<file path="src/hw/rtl/assert_macros.svh">
// Assertion helpers included by the top-level RTL file.
`ifndef ASSERT_MACROS_SVH
`define ASSERT_MACROS_SVH

`ifndef SYNTH
// Property must hold at every rising clock edge outside reset.
`define ASSERT_PROP(lbl, clk, rst, prop) \
   lbl: assert property (@(posedge clk) disable iff (rst) (prop)) \
      else $error("assertion failed");
// Expression must never be true outside reset.
`define ASSERT_NEVER(lbl, clk, rst, expr) \
   lbl: assert property (@(posedge clk) disable iff (rst) !(expr)) \
      else $error("assertion failed");
`else
`define ASSERT_PROP(lbl, clk, rst, prop)
`define ASSERT_NEVER(lbl, clk, rst, expr)
`endif

`endif

</file>
<file path="src/hw/rtl/amcd_pkg.sv">
package amcd_pkg;

   // parser phase, one-hot
   typedef enum logic [3:0] {
      PH_HEADER  = 4'b0001,
      PH_PAYLOAD = 4'b0010,
      PH_SKIP    = 4'b0100,
      PH_HALT    = 4'b1000
   } phase_type;

   // result kinds
   localparam logic [1:0] KIND_VIDEO    = 2'd0;
   localparam logic [1:0] KIND_AUDIO    = 2'd1;
   localparam logic [1:0] KIND_OVERSIZE = 2'd2;
   localparam logic [1:0] KIND_NO_SINK  = 2'd3;

   // input actions
   localparam logic ACT_BYTE    = 1'b0;
   localparam logic ACT_RESTART = 1'b1;

   // csr indexes
   localparam logic [1:0] CSR_VIDEO_LIMIT   = 2'd0;
   localparam logic [1:0] CSR_AUDIO_LIMIT   = 2'd1;
   localparam logic [1:0] CSR_VIDEO_PRESENT = 2'd2;
   localparam logic [1:0] CSR_AUDIO_PRESENT = 2'd3;

   // FourCC values as gathered, first stream byte in bits 7:0
   localparam logic [31:0] TAG_00DB = 32'h6264_3030;
   localparam logic [31:0] TAG_00DC = 32'h6364_3030;
   localparam logic [31:0] TAG_01WB = 32'h6277_3130;

   // header is 8 bytes: 4 tag, 4 size
   localparam logic [2:0] HDR_LAST_POS = 3'd7;

   typedef struct packed {
      logic [1:0]  kind;
      logic        has_byte;
      logic [7:0]  payload_byte;
      logic [31:0] chunk_length;
      logic [31:0] frame_index;
      logic        last;
   } result_type;

endpackage

</file>
<file path="src/hw/rtl/avi_movi_chunk_demux_top.sv">
// AVI movi chunk demultiplexer.
// req_ channel: one item per movi byte (req_action = byte) or a restart
//   (req_action = restart) that loads the video frame counter from
//   req_counter_load and drops any header or chunk in progress.
// rsp_ channel: at most one item per request; video/audio payload bytes,
//   a zero-size chunk marker, an oversize-skip notice or a missing-sink error.
// csr_ channel: register writes, always ready; write only while idle.
// A result is registered into the output queue when its request is accepted.
// Throughput: one request per cycle unless both output slots are full; all
//   parsing is a single compare, count and shift step on the parser registers.
// A two-entry output queue (result register plus skid slot) decouples the
//   sides: requests keep flowing while one result waits; req_ready drops
//   only when both slots hold results.
// After a missing-sink error the parser halts and drops bytes until restart.
// Reset (synchronous, active high): parser to header phase, counters and
//   limits to zero, sinks absent, output queue empty.
`include "assert_macros.svh"

module avi_movi_chunk_demux_top (
   input  logic        clock,
   input  logic        reset,
   // request channel
   input  logic        req_valid,
   output logic        req_ready,
   input  logic        req_action,
   input  logic [7:0]  req_stream_byte,
   input  logic [31:0] req_counter_load,
   // result channel
   output logic        rsp_valid,
   input  logic        rsp_ready,
   output logic [1:0]  rsp_kind,
   output logic        rsp_has_byte,
   output logic [7:0]  rsp_payload_byte,
   output logic [31:0] rsp_chunk_length,
   output logic [31:0] rsp_frame_index,
   output logic        rsp_last,
   // register write channel
   input  logic        csr_valid,
   output logic        csr_ready,
   input  logic [1:0]  csr_index,
   input  logic [31:0] csr_data
);

   // ---------------- configuration registers ----------------
   logic [31:0] video_limit_ff;
   logic [31:0] audio_limit_ff;
   logic        video_present_ff;
   logic        audio_present_ff;

   assign csr_ready = 1'b1;

   always_ff @(posedge clock) begin
      if (reset) begin
         video_limit_ff   <= '0;
         audio_limit_ff   <= '0;
         video_present_ff <= 1'b0;
         audio_present_ff <= 1'b0;
      end else if (csr_valid && csr_ready) begin
         case (csr_index)
            amcd_pkg::CSR_VIDEO_LIMIT:   video_limit_ff   <= csr_data;
            amcd_pkg::CSR_AUDIO_LIMIT:   audio_limit_ff   <= csr_data;
            amcd_pkg::CSR_VIDEO_PRESENT: video_present_ff <= csr_data[0];
            amcd_pkg::CSR_AUDIO_PRESENT: audio_present_ff <= csr_data[0];
            default: ;
         endcase
      end
   end

   // ---------------- parser state ----------------
   amcd_pkg::phase_type phase_ff, phase_in;
   logic [2:0]  pos_ff, pos_in;           // header byte position
   logic [31:0] tag_ff, tag_in;           // FourCC gatherer
   logic [31:0] len_ff, len_in;           // size gatherer / current size
   logic [31:0] left_ff, left_in;         // payload or skip bytes remaining
   logic        pad_ff, pad_in;           // odd-size pad byte still due
   logic [1:0]  ckind_ff, ckind_in;       // kind of chunk in payload
   logic [31:0] vcount_ff, vcount_in;     // video frame counter

   logic                 accept;
   logic                 push;
   logic                 pop;
   logic                 res_valid;
   amcd_pkg::result_type res;

   // per-header decode
   logic [31:0] size;
   logic        is_video;
   logic        is_audio;
   logic        sink_ok;
   logic [31:0] limit;
   logic        pay_last;

   assign accept = req_valid && req_ready;

   always_comb begin
      phase_in  = phase_ff;
      pos_in    = pos_ff;
      tag_in    = tag_ff;
      len_in    = len_ff;
      left_in   = left_ff;
      pad_in    = pad_ff;
      ckind_in  = ckind_ff;
      vcount_in = vcount_ff;
      res_valid = 1'b0;
      res       = '0;

      size     = {req_stream_byte, len_ff[31:8]};
      is_video = (tag_ff == amcd_pkg::TAG_00DB) || (tag_ff == amcd_pkg::TAG_00DC);
      is_audio = (tag_ff == amcd_pkg::TAG_01WB);
      sink_ok  = is_video ? video_present_ff : audio_present_ff;
      limit    = is_video ? video_limit_ff : audio_limit_ff;
      pay_last = (left_ff[31:1] == 31'd0);

      if (req_action == amcd_pkg::ACT_RESTART) begin
         phase_in  = amcd_pkg::PH_HEADER;
         pos_in    = '0;
         tag_in    = '0;
         len_in    = '0;
         left_in   = '0;
         pad_in    = 1'b0;
         vcount_in = req_counter_load;
      end else begin
         case (phase_ff)
            amcd_pkg::PH_HEADER: begin
               if (pos_ff[2] == 1'b0) begin
                  tag_in = {req_stream_byte, tag_ff[31:8]};
               end else begin
                  len_in = size;
               end
               if (pos_ff == amcd_pkg::HDR_LAST_POS) begin
                  pos_in = '0;
                  if (!is_video && !is_audio) begin
                     // other chunk: skip silently
                     left_in  = size;
                     pad_in   = size[0];
                     phase_in = (size == 32'd0) ? amcd_pkg::PH_HEADER
                                                : amcd_pkg::PH_SKIP;
                  end else if (!sink_ok) begin
                     phase_in           = amcd_pkg::PH_HALT;
                     res_valid          = 1'b1;
                     res.kind           = amcd_pkg::KIND_NO_SINK;
                     res.chunk_length   = size;
                     res.last           = 1'b1;
                  end else if (size > limit) begin
                     left_in            = size;
                     pad_in             = size[0];
                     phase_in           = (size == 32'd0) ? amcd_pkg::PH_HEADER
                                                          : amcd_pkg::PH_SKIP;
                     res_valid          = 1'b1;
                     res.kind           = amcd_pkg::KIND_OVERSIZE;
                     res.chunk_length   = size;
                     res.last           = 1'b1;
                  end else begin
                     ckind_in = is_video ? amcd_pkg::KIND_VIDEO : amcd_pkg::KIND_AUDIO;
                     if (size == 32'd0) begin
                        // empty chunk: one marker without a byte
                        res_valid = 1'b1;
                        res.kind  = ckind_in;
                        res.last  = 1'b1;
                        if (is_video) begin
                           res.frame_index = vcount_ff;
                           vcount_in       = vcount_ff + 32'd1;
                        end
                        phase_in = amcd_pkg::PH_HEADER;
                     end else begin
                        left_in  = size;
                        pad_in   = size[0];
                        phase_in = amcd_pkg::PH_PAYLOAD;
                     end
                  end
               end else begin
                  pos_in = pos_ff + 3'd1;
               end
            end
            amcd_pkg::PH_PAYLOAD: begin
               res_valid        = 1'b1;
               res.kind         = ckind_ff;
               res.has_byte     = 1'b1;
               res.payload_byte = req_stream_byte;
               res.chunk_length = len_ff;
               res.frame_index  = (ckind_ff == amcd_pkg::KIND_VIDEO) ? vcount_ff : '0;
               res.last         = pay_last;
               if (left_ff != 32'd0) begin
                  left_in = left_ff - 32'd1;
               end
               if (pay_last) begin
                  if (ckind_ff == amcd_pkg::KIND_VIDEO) begin
                     vcount_in = vcount_ff + 32'd1;
                  end
                  left_in  = '0;
                  phase_in = pad_ff ? amcd_pkg::PH_SKIP : amcd_pkg::PH_HEADER;
                  pos_in   = '0;
               end
            end
            amcd_pkg::PH_SKIP: begin
               if (left_ff != 32'd0) begin
                  left_in = left_ff - 32'd1;
               end else begin
                  pad_in = 1'b0;
               end
               if ((left_in == 32'd0) && !pad_in) begin
                  phase_in = amcd_pkg::PH_HEADER;
                  pos_in   = '0;
               end
            end
            default: ;  // halted: drop bytes until restart
         endcase
      end
   end

   always_ff @(posedge clock) begin
      if (reset) begin
         phase_ff  <= amcd_pkg::PH_HEADER;
         pos_ff    <= '0;
         tag_ff    <= '0;
         len_ff    <= '0;
         left_ff   <= '0;
         pad_ff    <= 1'b0;
         ckind_ff  <= amcd_pkg::KIND_VIDEO;
         vcount_ff <= '0;
      end else if (accept) begin
         phase_ff  <= phase_in;
         pos_ff    <= pos_in;
         tag_ff    <= tag_in;
         len_ff    <= len_in;
         left_ff   <= left_in;
         pad_ff    <= pad_in;
         ckind_ff  <= ckind_in;
         vcount_ff <= vcount_in;
      end
   end

   // ---------------- output queue: result register + skid slot ----------------
   amcd_pkg::result_type head_ff;
   amcd_pkg::result_type tail_ff;
   logic [1:0]           count_ff, count_in;

   assign push      = accept && res_valid;
   assign pop       = rsp_valid && rsp_ready;
   assign req_ready = (count_ff != 2'd2);
   assign rsp_valid = (count_ff != 2'd0);

   always_comb begin
      count_in = count_ff;
      if (push && !pop) begin
         count_in = count_ff + 2'd1;
      end else if (pop && !push) begin
         count_in = count_ff - 2'd1;
      end
   end

   always_ff @(posedge clock) begin
      if (reset) begin
         count_ff <= '0;
      end else begin
         count_ff <= count_in;
      end
   end

   always_ff @(posedge clock) begin
      if ((count_ff == 2'd0) && push) begin
         head_ff <= res;
      end else if ((count_ff == 2'd1) && push && pop) begin
         head_ff <= res;
      end else if ((count_ff == 2'd2) && pop) begin
         head_ff <= tail_ff;
      end
      if ((count_ff == 2'd1) && push && !pop) begin
         tail_ff <= res;
      end
   end

   assign rsp_kind         = head_ff.kind;
   assign rsp_has_byte     = head_ff.has_byte;
   assign rsp_payload_byte = head_ff.payload_byte;
   assign rsp_chunk_length = head_ff.chunk_length;
   assign rsp_frame_index  = head_ff.frame_index;
   assign rsp_last         = head_ff.last;

   // ---------------- assertions ----------------
   `ASSERT_NEVER(a_no_result_when_halted, clock, reset, push && (phase_ff == amcd_pkg::PH_HALT))
   `ASSERT_PROP(a_restart_to_header, clock, reset, (accept && (req_action == amcd_pkg::ACT_RESTART)) |=> ((phase_ff == amcd_pkg::PH_HEADER) && (pos_ff == 3'd0)))
   `ASSERT_NEVER(a_queue_overflow, clock, reset, count_ff == 2'd3)
   `ASSERT_PROP(a_payload_kind, clock, reset, (phase_ff == amcd_pkg::PH_PAYLOAD) |-> ((ckind_ff == amcd_pkg::KIND_VIDEO) || (ckind_ff == amcd_pkg::KIND_AUDIO)))

endmodule

</file>
<file path="config.mk">
export PLATFORM = sky130hd
export DESIGN_NAME = avi_movi_chunk_demux_top
export DESIGN_NICKNAME = d
export VERILOG_FILES = /design/src/hw/rtl/amcd_pkg.sv /design/src/hw/rtl/avi_movi_chunk_demux_top.sv
export VERILOG_INCLUDE_DIRS = /design/src /design/src/hw/rtl
export SDC_FILE = /design/constraint.sdc
export NUM_CORES = 1
export LEC_CHECK = 0
export BUFFER_PORTS_ARGS = -buffer_cell sky130_fd_sc_hd__buf_2
export CAP_MARGIN = 20
export CORE_UTILIZATION = 35
export CTS_BUF_LIST = sky130_fd_sc_hd__clkbuf_16
export DETAILED_ROUTE_END_ITERATION = 12
export PLACE_DENSITY = 0.55
export SKIP_LAST_GASP = 1
export SYNTH_ARGS = -nofsm -noshare
export SYNTH_HDL_FRONTEND = slang
export SYNTH_SLANG_ARGS = --single-unit
</file>
<file path="constraint.sdc">
create_clock -name clock -period 6.2 [get_ports clock]
set_input_delay 0.31 -clock clock [delete_from_list [all_inputs] [get_ports clock]]
set_output_delay 0.31 -clock clock [all_outputs]
set_load 0.01 [all_outputs]
</file>
Word-level counts from Yosys, hierarchy flattened
Cells that the tools add are included.
{ "word_totals": {"reg_bits": 358, "inputBits": 80, "output_inout_bits": 79, "wordCells": 192} }
{ "op_classes": {"n_addsub": 5, "magnitude_cmp": 1, "n_eq_ne": 25, "mux": 88, "bitwise": 3, "reduce_logical": 45} }
{ "op_table": {"columns": ["op", "n"], "rows": [
  ["2-to-1 mux 32 bit", 32],
  ["2-to-1 mux 76 bit", 4],
  ["2-to-1 mux 65 bit", 2],
  ["one-hot mux 65 bit (2 select lines)", 1],
  ["== test 32 x 31 -> 1 bit, second input constant", 3],
  ["one-hot mux 32 bit (3 select lines)", 1],
  ["logical NOT 32 bit", 2],
  ["one-hot mux 32 bit (2 select lines)", 1],
  ["2-to-1 mux 33 bit", 1],
  ["adder 32 x 1 -> 32 bit, second input constant", 1],
  ["> comparator 32 bit", 1],
  ["nonzero test 32 bit", 1],
  ["subtractor 32 x 1 -> 32 bit, second input constant", 1],
  ["logical NOT 31 bit", 1],
  ["2-to-1 mux 4 bit", 7],
  ["inequality test 3 bit, second input constant", 9],
  ["2-to-1 mux 1 bit", 20],
  ["2-to-1 mux 3 bit", 6],
  ["AND reduction 5 bit", 3],
  ["2-to-1 mux 2 bit", 7],
  ["logical AND 1 bit", 12],
  ["one-hot mux 4 bit (3 select lines)", 1],
  ["AND reduction 10 bit", 1],
  ["2-to-1 mux 9 bit", 1],
  ["26 further kinds", 48]
]} }

Depth between registers and ports, before layout
{ "logic_depth": {"ltp_word": 15, "depth_mapped": 20} }

Worst setup path before layout
OpenSTA, ideal clock, no wires.
{ "synth_path": {"path_kind": "register -> register", "startpoint": "register tag_ff[8]", "endpoint": "register head_ff, in the netlist rsp_chunk_length[0] (enable)", "t_arrival_ns": 6.259, "required_ns": 5.674, "setup_slack_ns": -0.585, "stages_incl_launch_ff": 19, "n_path_buf": 4, "period_less_slack_ns": 6.785, "path_cell_list": "dfxtp_1 nor4_1 inv_1 nor4_1 clkbuf_1 clkbuf_1 mux2i_1 ha_1 nand3_1 nor3_1 nand4_1 nor2b_1 nor2_1 o21a_1 o31ai_1 a211oi_1 clkbuf_1 clkbuf_1 o21bai_1"} }
{ "synth_between": {"elab_chain_cells": 14, "word_cells_on_any_way": 21, "cone_classes": "order compare (1); eq/ne (3); mux (8); reduce/logical (9)"} }
{ "synth_lines": {"columns": ["item", "line", "rtl"], "rows": [
  ["from (decl)", "avi_movi_chunk_demux_top.sv:72", "logic [31:0] tag_ff, tag_in;"],
  ["from (signal assigned)", "avi_movi_chunk_demux_top.sv:224", "tag_ff <= tag_in;"],
  ["== test 32 x 31 -> 1 bit", "avi_movi_chunk_demux_top.sv:108", "is_video = (tag_ff == amcd_pkg::TAG_00DB) || (tag_ff == amcd_pkg::TAG_00DC);"],
  ["logical OR 1 bit", "avi_movi_chunk_demux_top.sv:108", null],
  ["2-to-1 mux 32 bit", "avi_movi_chunk_demux_top.sv:111", "limit = is_video ? video_limit_ff : audio_limit_ff;"],
  ["> comparator 32 bit", "avi_movi_chunk_demux_top.sv:144", "end else if (size > limit) begin"],
  ["2-to-1 mux 1 bit", "avi_movi_chunk_demux_top.sv:144", null],
  ["2-to-1 mux 1 bit", "avi_movi_chunk_demux_top.sv:138", "end else if (!sink_ok) begin"],
  ["2-to-1 mux 1 bit (*)", "avi_movi_chunk_demux_top.sv:132", "if (!is_video && !is_audio) begin"],
  ["2-to-1 mux 1 bit (*)", "avi_movi_chunk_demux_top.sv:130", "if (pos_ff == amcd_pkg::HDR_LAST_POS) begin"],
  ["one-hot mux 1 bit (2 select lines) (*)", "avi_movi_chunk_demux_top.sv:123", "case (phase_ff)"],
  ["2-to-1 mux 1 bit (*)", "avi_movi_chunk_demux_top.sv:114", "if (req_action == amcd_pkg::ACT_RESTART) begin"],
  ["logical AND 1 bit (*)", "avi_movi_chunk_demux_top.sv:238", "assign push = accept && res_valid;"],
  ["logical AND 1 bit (2 in series)", "avi_movi_chunk_demux_top.sv:263", "end else if ((count_ff == 2'd1) && push && pop) begin"],
  ["nonzero test 3 bit (no source line) (*)", null, null],
  ["to (signal assigned)", "avi_movi_chunk_demux_top.sv:262", "head_ff <= res;"],
  ["to (signal assigned)", "avi_movi_chunk_demux_top.sv:264", "head_ff <= res;"],
  ["to (signal assigned)", "avi_movi_chunk_demux_top.sv:266", "head_ff <= tail_ff;"],
  ["to (decl)", "avi_movi_chunk_demux_top.sv:234", "amcd_pkg::result_type head_ff;"]
]} }
Every way passes the cells marked *; elsewhere a longest branch is shown, timed or not.
A chain may end at the register's enable or synchronous reset.

Worst setup path after layout
{ "layout_path": {"startpoint": "register tag_ff[8]", "endpoint": "register tail_ff[62] (netlist bit) (enable)"} }
{ "layout_between": {"elab_chain_cells": 13, "word_cells_on_any_way": 19, "cone_classes": "order compare (1); eq/ne (3); mux (8); reduce/logical (7)"} }
{ "layout_lines": {"columns": ["item", "line", "rtl"], "rows": [
  ["== test 32 x 31 -> 1 bit", "avi_movi_chunk_demux_top.sv:108", null],
  ["logical OR 1 bit", "avi_movi_chunk_demux_top.sv:108", null],
  ["2-to-1 mux 32 bit", "avi_movi_chunk_demux_top.sv:111", null],
  ["> comparator 32 bit", "avi_movi_chunk_demux_top.sv:144", null],
  ["2-to-1 mux 1 bit", "avi_movi_chunk_demux_top.sv:144", null],
  ["2-to-1 mux 1 bit", "avi_movi_chunk_demux_top.sv:138", null],
  ["2-to-1 mux 1 bit (*)", "avi_movi_chunk_demux_top.sv:132", null],
  ["2-to-1 mux 1 bit (*)", "avi_movi_chunk_demux_top.sv:130", null],
  ["one-hot mux 1 bit (2 select lines) (*)", "avi_movi_chunk_demux_top.sv:123", null],
  ["2-to-1 mux 1 bit (*)", "avi_movi_chunk_demux_top.sv:114", null],
  ["logical AND 1 bit (*)", "avi_movi_chunk_demux_top.sv:238", null],
  ["logical AND 1 bit (*) (2 in series)", "avi_movi_chunk_demux_top.sv:268", "if ((count_ff == 2'd1) && push && !pop) begin"],
  ["to (signal assigned)", "avi_movi_chunk_demux_top.sv:269", "tail_ff <= res;"],
  ["to (decl)", "avi_movi_chunk_demux_top.sv:235", "amcd_pkg::result_type tail_ff;"]
]} }
Marks and branches as above.

==> load_flow_metrics.sql <==
INSERT INTO impl_metrics (metric_group, metric, value, unit) VALUES
('cts', 'cts_tree', 'yes', ''),
('synth', 'synth-main-ff-cell', 'dfxtp_1', ''),
('floorplanning', 'chipWidth', '224', 'µm'),
('finish', 'finish.net_count', '2018', ''),
('synth', 'synthesis.nets', '1884', ''),
('synth', 'yosysWarnings', '0', ''),
('global_route', 'top_usage_layer', 'met2', ''),
('timing', 'max_slew_margin', '0.252', ''),
('status', 'status', 'complete, no violations', ''),
('setup_path', 'critPathKind', 'reg -> reg', ''),
('routing', 'antenna_left', '0', ''),
('timing', 'timing_worst_slew_pin_value', '1.12', 'ns'),
('synth', 'synth-edff-count', '152', ''),
('power_and_ir_drop', 'clock_power_share', '0.441', ''),
('cts', 'cts_buffer_depth', '3', ''),
('cts', 'cts_sinks', '357', ''),
('setup_path', 'cp-end-kind', 'flop', ''),
('timing', 'report.final.setup_viol', '0', ''),
('cts', 'cts_buffer_count', '40', ''),
('finish', 'final_core_utilization', '0.420', ''),
('finish', 'drive_above_1_share', '0.185', ''),
('cts', 'root_buffer', 'clkbuf_16', ''),
('finish', 'layout.cells.most_common', 'nand2_1', ''),
('global_route', 'grt_remaining_overflow', '0', ''),
('setup_path', 'worst_ep_required_time', '6.52', 'ns'),
('setup_path', 'rr_worst_depth', '16', ''),
('global_route', 'use_met3', '0.0395', ''),
('floorplanning', 'i_o_pin_cnt', '159', ''),
('global_route', 'first_global_vias', '13397', ''),
('power_and_ir_drop', 'netSwitchingPower', '1.29', 'mW'),
('routing', 'wirelength', '50.7', 'mm'),
('routing', 'wl_per_cell', '19.9', 'µm'),
('global_route', 'maximum_number_of_pins_on_one_net_before_global_route_repair', '108', ''),
('timing', 'grt_setup_unrepaired', 'false', ''),
('finish', 'num_antenna_cells', '0', ''),
('worst_hold_path', 'min-delay-path-class', 'in -> reg', ''),
('synth', 'syn_inst', '1763', ''),
('floorplanning', 'site_row_count', '80', ''),
('synth', 'synth.distinct_cells', '78', ''),
('power_and_ir_drop', 'cellLeakagePower', '6.66', 'nW'),
('global_route', 'antenna_violations_before_repair', '4', ''),
('timing', 'finalCritPeriodShare', '0.854', ''),
('routing', 'route.detailed.vias_per_inst', '5.57', ''),
('global_route', 'grt_pass1_wl', '78.4', 'mm'),
('floorplanning', 'design.core.area', '48000', 'µm²'),
('synth', 'sequential_element_share_of_the_synthesized_area', '0.505', ''),
('run', 'timing.max_cap.violations', '0', ''),
('timing', 'clock.fmax', '189', 'MHz'),
('setup_path', 'path_max_fanout', '62', ''),
('setup_path', 'start_kind', 'flop', ''),
('routing', 'drt_first_pass_iters', '7', ''),
('power_and_ir_drop', 'maximum_ir_drop_on_the_vdd_rail', '182', 'µV'),
('routing', 'drt-initial-drc-count', '1266', ''),
('floorplanning', 'initial_core_util', '0.358', ''),
('placed_design', 'place.detailed.hpwl', '33.3', 'mm'),
('power_and_ir_drop', 'p_per_area', '261', 'nW/µm²'),
('global_route', 'groute.usage.overall', '0.199', ''),
('synth', 'synthesis.area_per_instance', '9.74', 'µm²'),
('cts', 'postCtsSetupRepairBufs', '0', ''),
('power_and_ir_drop', 'switching_power_as_a_share_of_total_power', '0.245', ''),
('cts', 'clock_insertion_delay_worst_skew', '0.57', 'ns'),
('placed_design', 'gpl.final_weighted_congestion', '0.902', ''),
('floorplanning', 'die_h', '224', 'µm'),
('global_route', 'global_route.usage.met2', '0.309', ''),
('routing', 'post-route-drc-count', '0', ''),
('power_and_ir_drop', 'seqPwrFrac', '0.475', ''),
('placed_design', 'portBuffers', '157', ''),
('global_route', 'globalRouteMet1Util', '0.282', ''),
('setup_path', 'worstPathArrival', '5.61', 'ns'),
('synth', 'asyncSetResetFlopFracSynth', '0', ''),
('synth', 'flip_flop_and_latch_count_after_synthesis', '357', '');
==> critical path, stage by stage (launching register included) <==
cell     delay [ns]
dfxtp_1        0.34
nor4_1         0.49
inv_1          0.11
nor4_2         0.30
buf_4          0.55
mux2i_1        0.16
ha_1           0.33
nand3_1        0.13
nor3_1         0.31
nand4_1        0.16
nor3_1         0.41
nor2_1         0.11
o21a_1         0.15
o31ai_1        0.52
a21oi_1        0.18
and3_4         0.45
buf_4          0.31
==> kinds of logic after synthesis <==
kind of cell,after synthesis,share of synthesized area
flip-flops,357,0.505
other,1,0.000218
multiplexers,113,0.0714
buffers and inverters,141,0.0356
adder cells (fa/ha/maj),41,0.0299
XOR/XNOR,19,0.00969
AO/OA/AOI/OAI,423,0.162
AND/OR/NAND/NOR,668,0.186
==> final timing paths <==
check | slack [ns] | startpoint | endpoint
worst min-delay path | 0.05 | csr_data[0] | audio_limit_ff[0]$_SDFFE_PP0P_
worst min register to register | 0.45 | audio_limit_ff[3]$_SDFFE_PP0P_ | audio_limit_ff[3]$_SDFFE_PP0P_
worst max register to register | 0.90 | tag_ff[8]$_SDFFE_PP0P_ | tail_ff[62]$_DFFE_PP_
worst max-delay path | 0.90 | tag_ff[8]$_SDFFE_PP0P_ | tail_ff[62]$_DFFE_PP_
==> metal layers <==
layer | wire length, µm | share of wire | vias to the layer above
met5 | 0 | 0 | -
met2 | 22600 | 0.45 | 490
met3 | 3650 | 0.072 | 74
li1 | - | - | 6768
met1 | 23300 | 0.46 | 6836
met4 | 1120 | 0.022 | 0
==> synthesized netlist by cell type, drive strengths merged, types with 7 or more instances <==
cell,number,area (µm²)
a221oi,12,105
and3,22,139
a21o,10,75.1
xnor2,7,61.3
clkbuf,108,435
dfxtp,205,4100
and2,44,275
nand4,21,138
buf,15,109
a22oi,74,556
nor3,51,260
nor2,162,608
xor2,12,105
a21oi,150,751
a211oi,15,118
nor4,32,236
mux2i,37,370
nand3,33,165
edfxtp,152,4560
inv,18,67.6
ha,41,513
o21ai,58,290
nand2,246,931
o32ai,16,140
nor4b,7,61.3
a22o,41,359
mux2,76,856
==> through the flow <==
step / power, mW / hold slack [ns] / std cells / setup WS, ns / area (µm²)
after floorplan: 2.83 / 0.433 / 1763 / 0.400 / 17200
after global placement: 2.96 / 0.442 / 2436 / 1.03 / 18500
after detailed placement: 2.96 / 0.446 / 2436 / 0.935 / 18500
after CTS: 5.31 / 0.0233 / 2540 / 0.899 / 20100
after global routing: 5.44 / 0.0433 / 2543 / 0.386 / 20200
final: 5.26 / 0.0490 / 2543 / 0.905 / 20200
==> area by class of cell <==
cell class	instances	area [µm²]	share of cell area
flip-flops and latches	357	8670	0.430
multi-input cells	1265	7980	0.396
repair buffers	215	1400	0.0696
clock buffers	42	1050	0.0521
well taps	615	769	0.0382
clock inverters	31	228	0.0113
inverters	18	67.6	0.00335
==> power by group through the flow <==
stage,clock [mW],sequential (mW),combinational (mW)
after floorplan,0,2.53,0.292
after global placement,0,2.55,0.410
after detailed placement,0,2.55,0.414
after CTS,2.38,2.50,0.432
after global routing,2.46,2.50,0.484
final,2.32,2.50,0.444
==> sequential cells by signal, summed over array words and instances, names as in the netlist, 2 cells and up <==
register	count
pos_ff	3
rsp_payload_byte	8
tail_ff	76
rsp_chunk_length	32
vcount_ff	32
audio_limit_ff	32
rsp_kind	2
len_ff	32
rsp_frame_index	32
phase_ff	4
tag_ff	32
left_ff	32
count_ff	2
video_limit_ff	32
==> what timing repair did <==
item,CTS,global route
hold buffers,31,0
hold endpoints to repair,61,0
endpoints found under the setup margin,0,0
gates resized for setup,0,0
No activity file was read; power rests on OpenSTA's default activity.
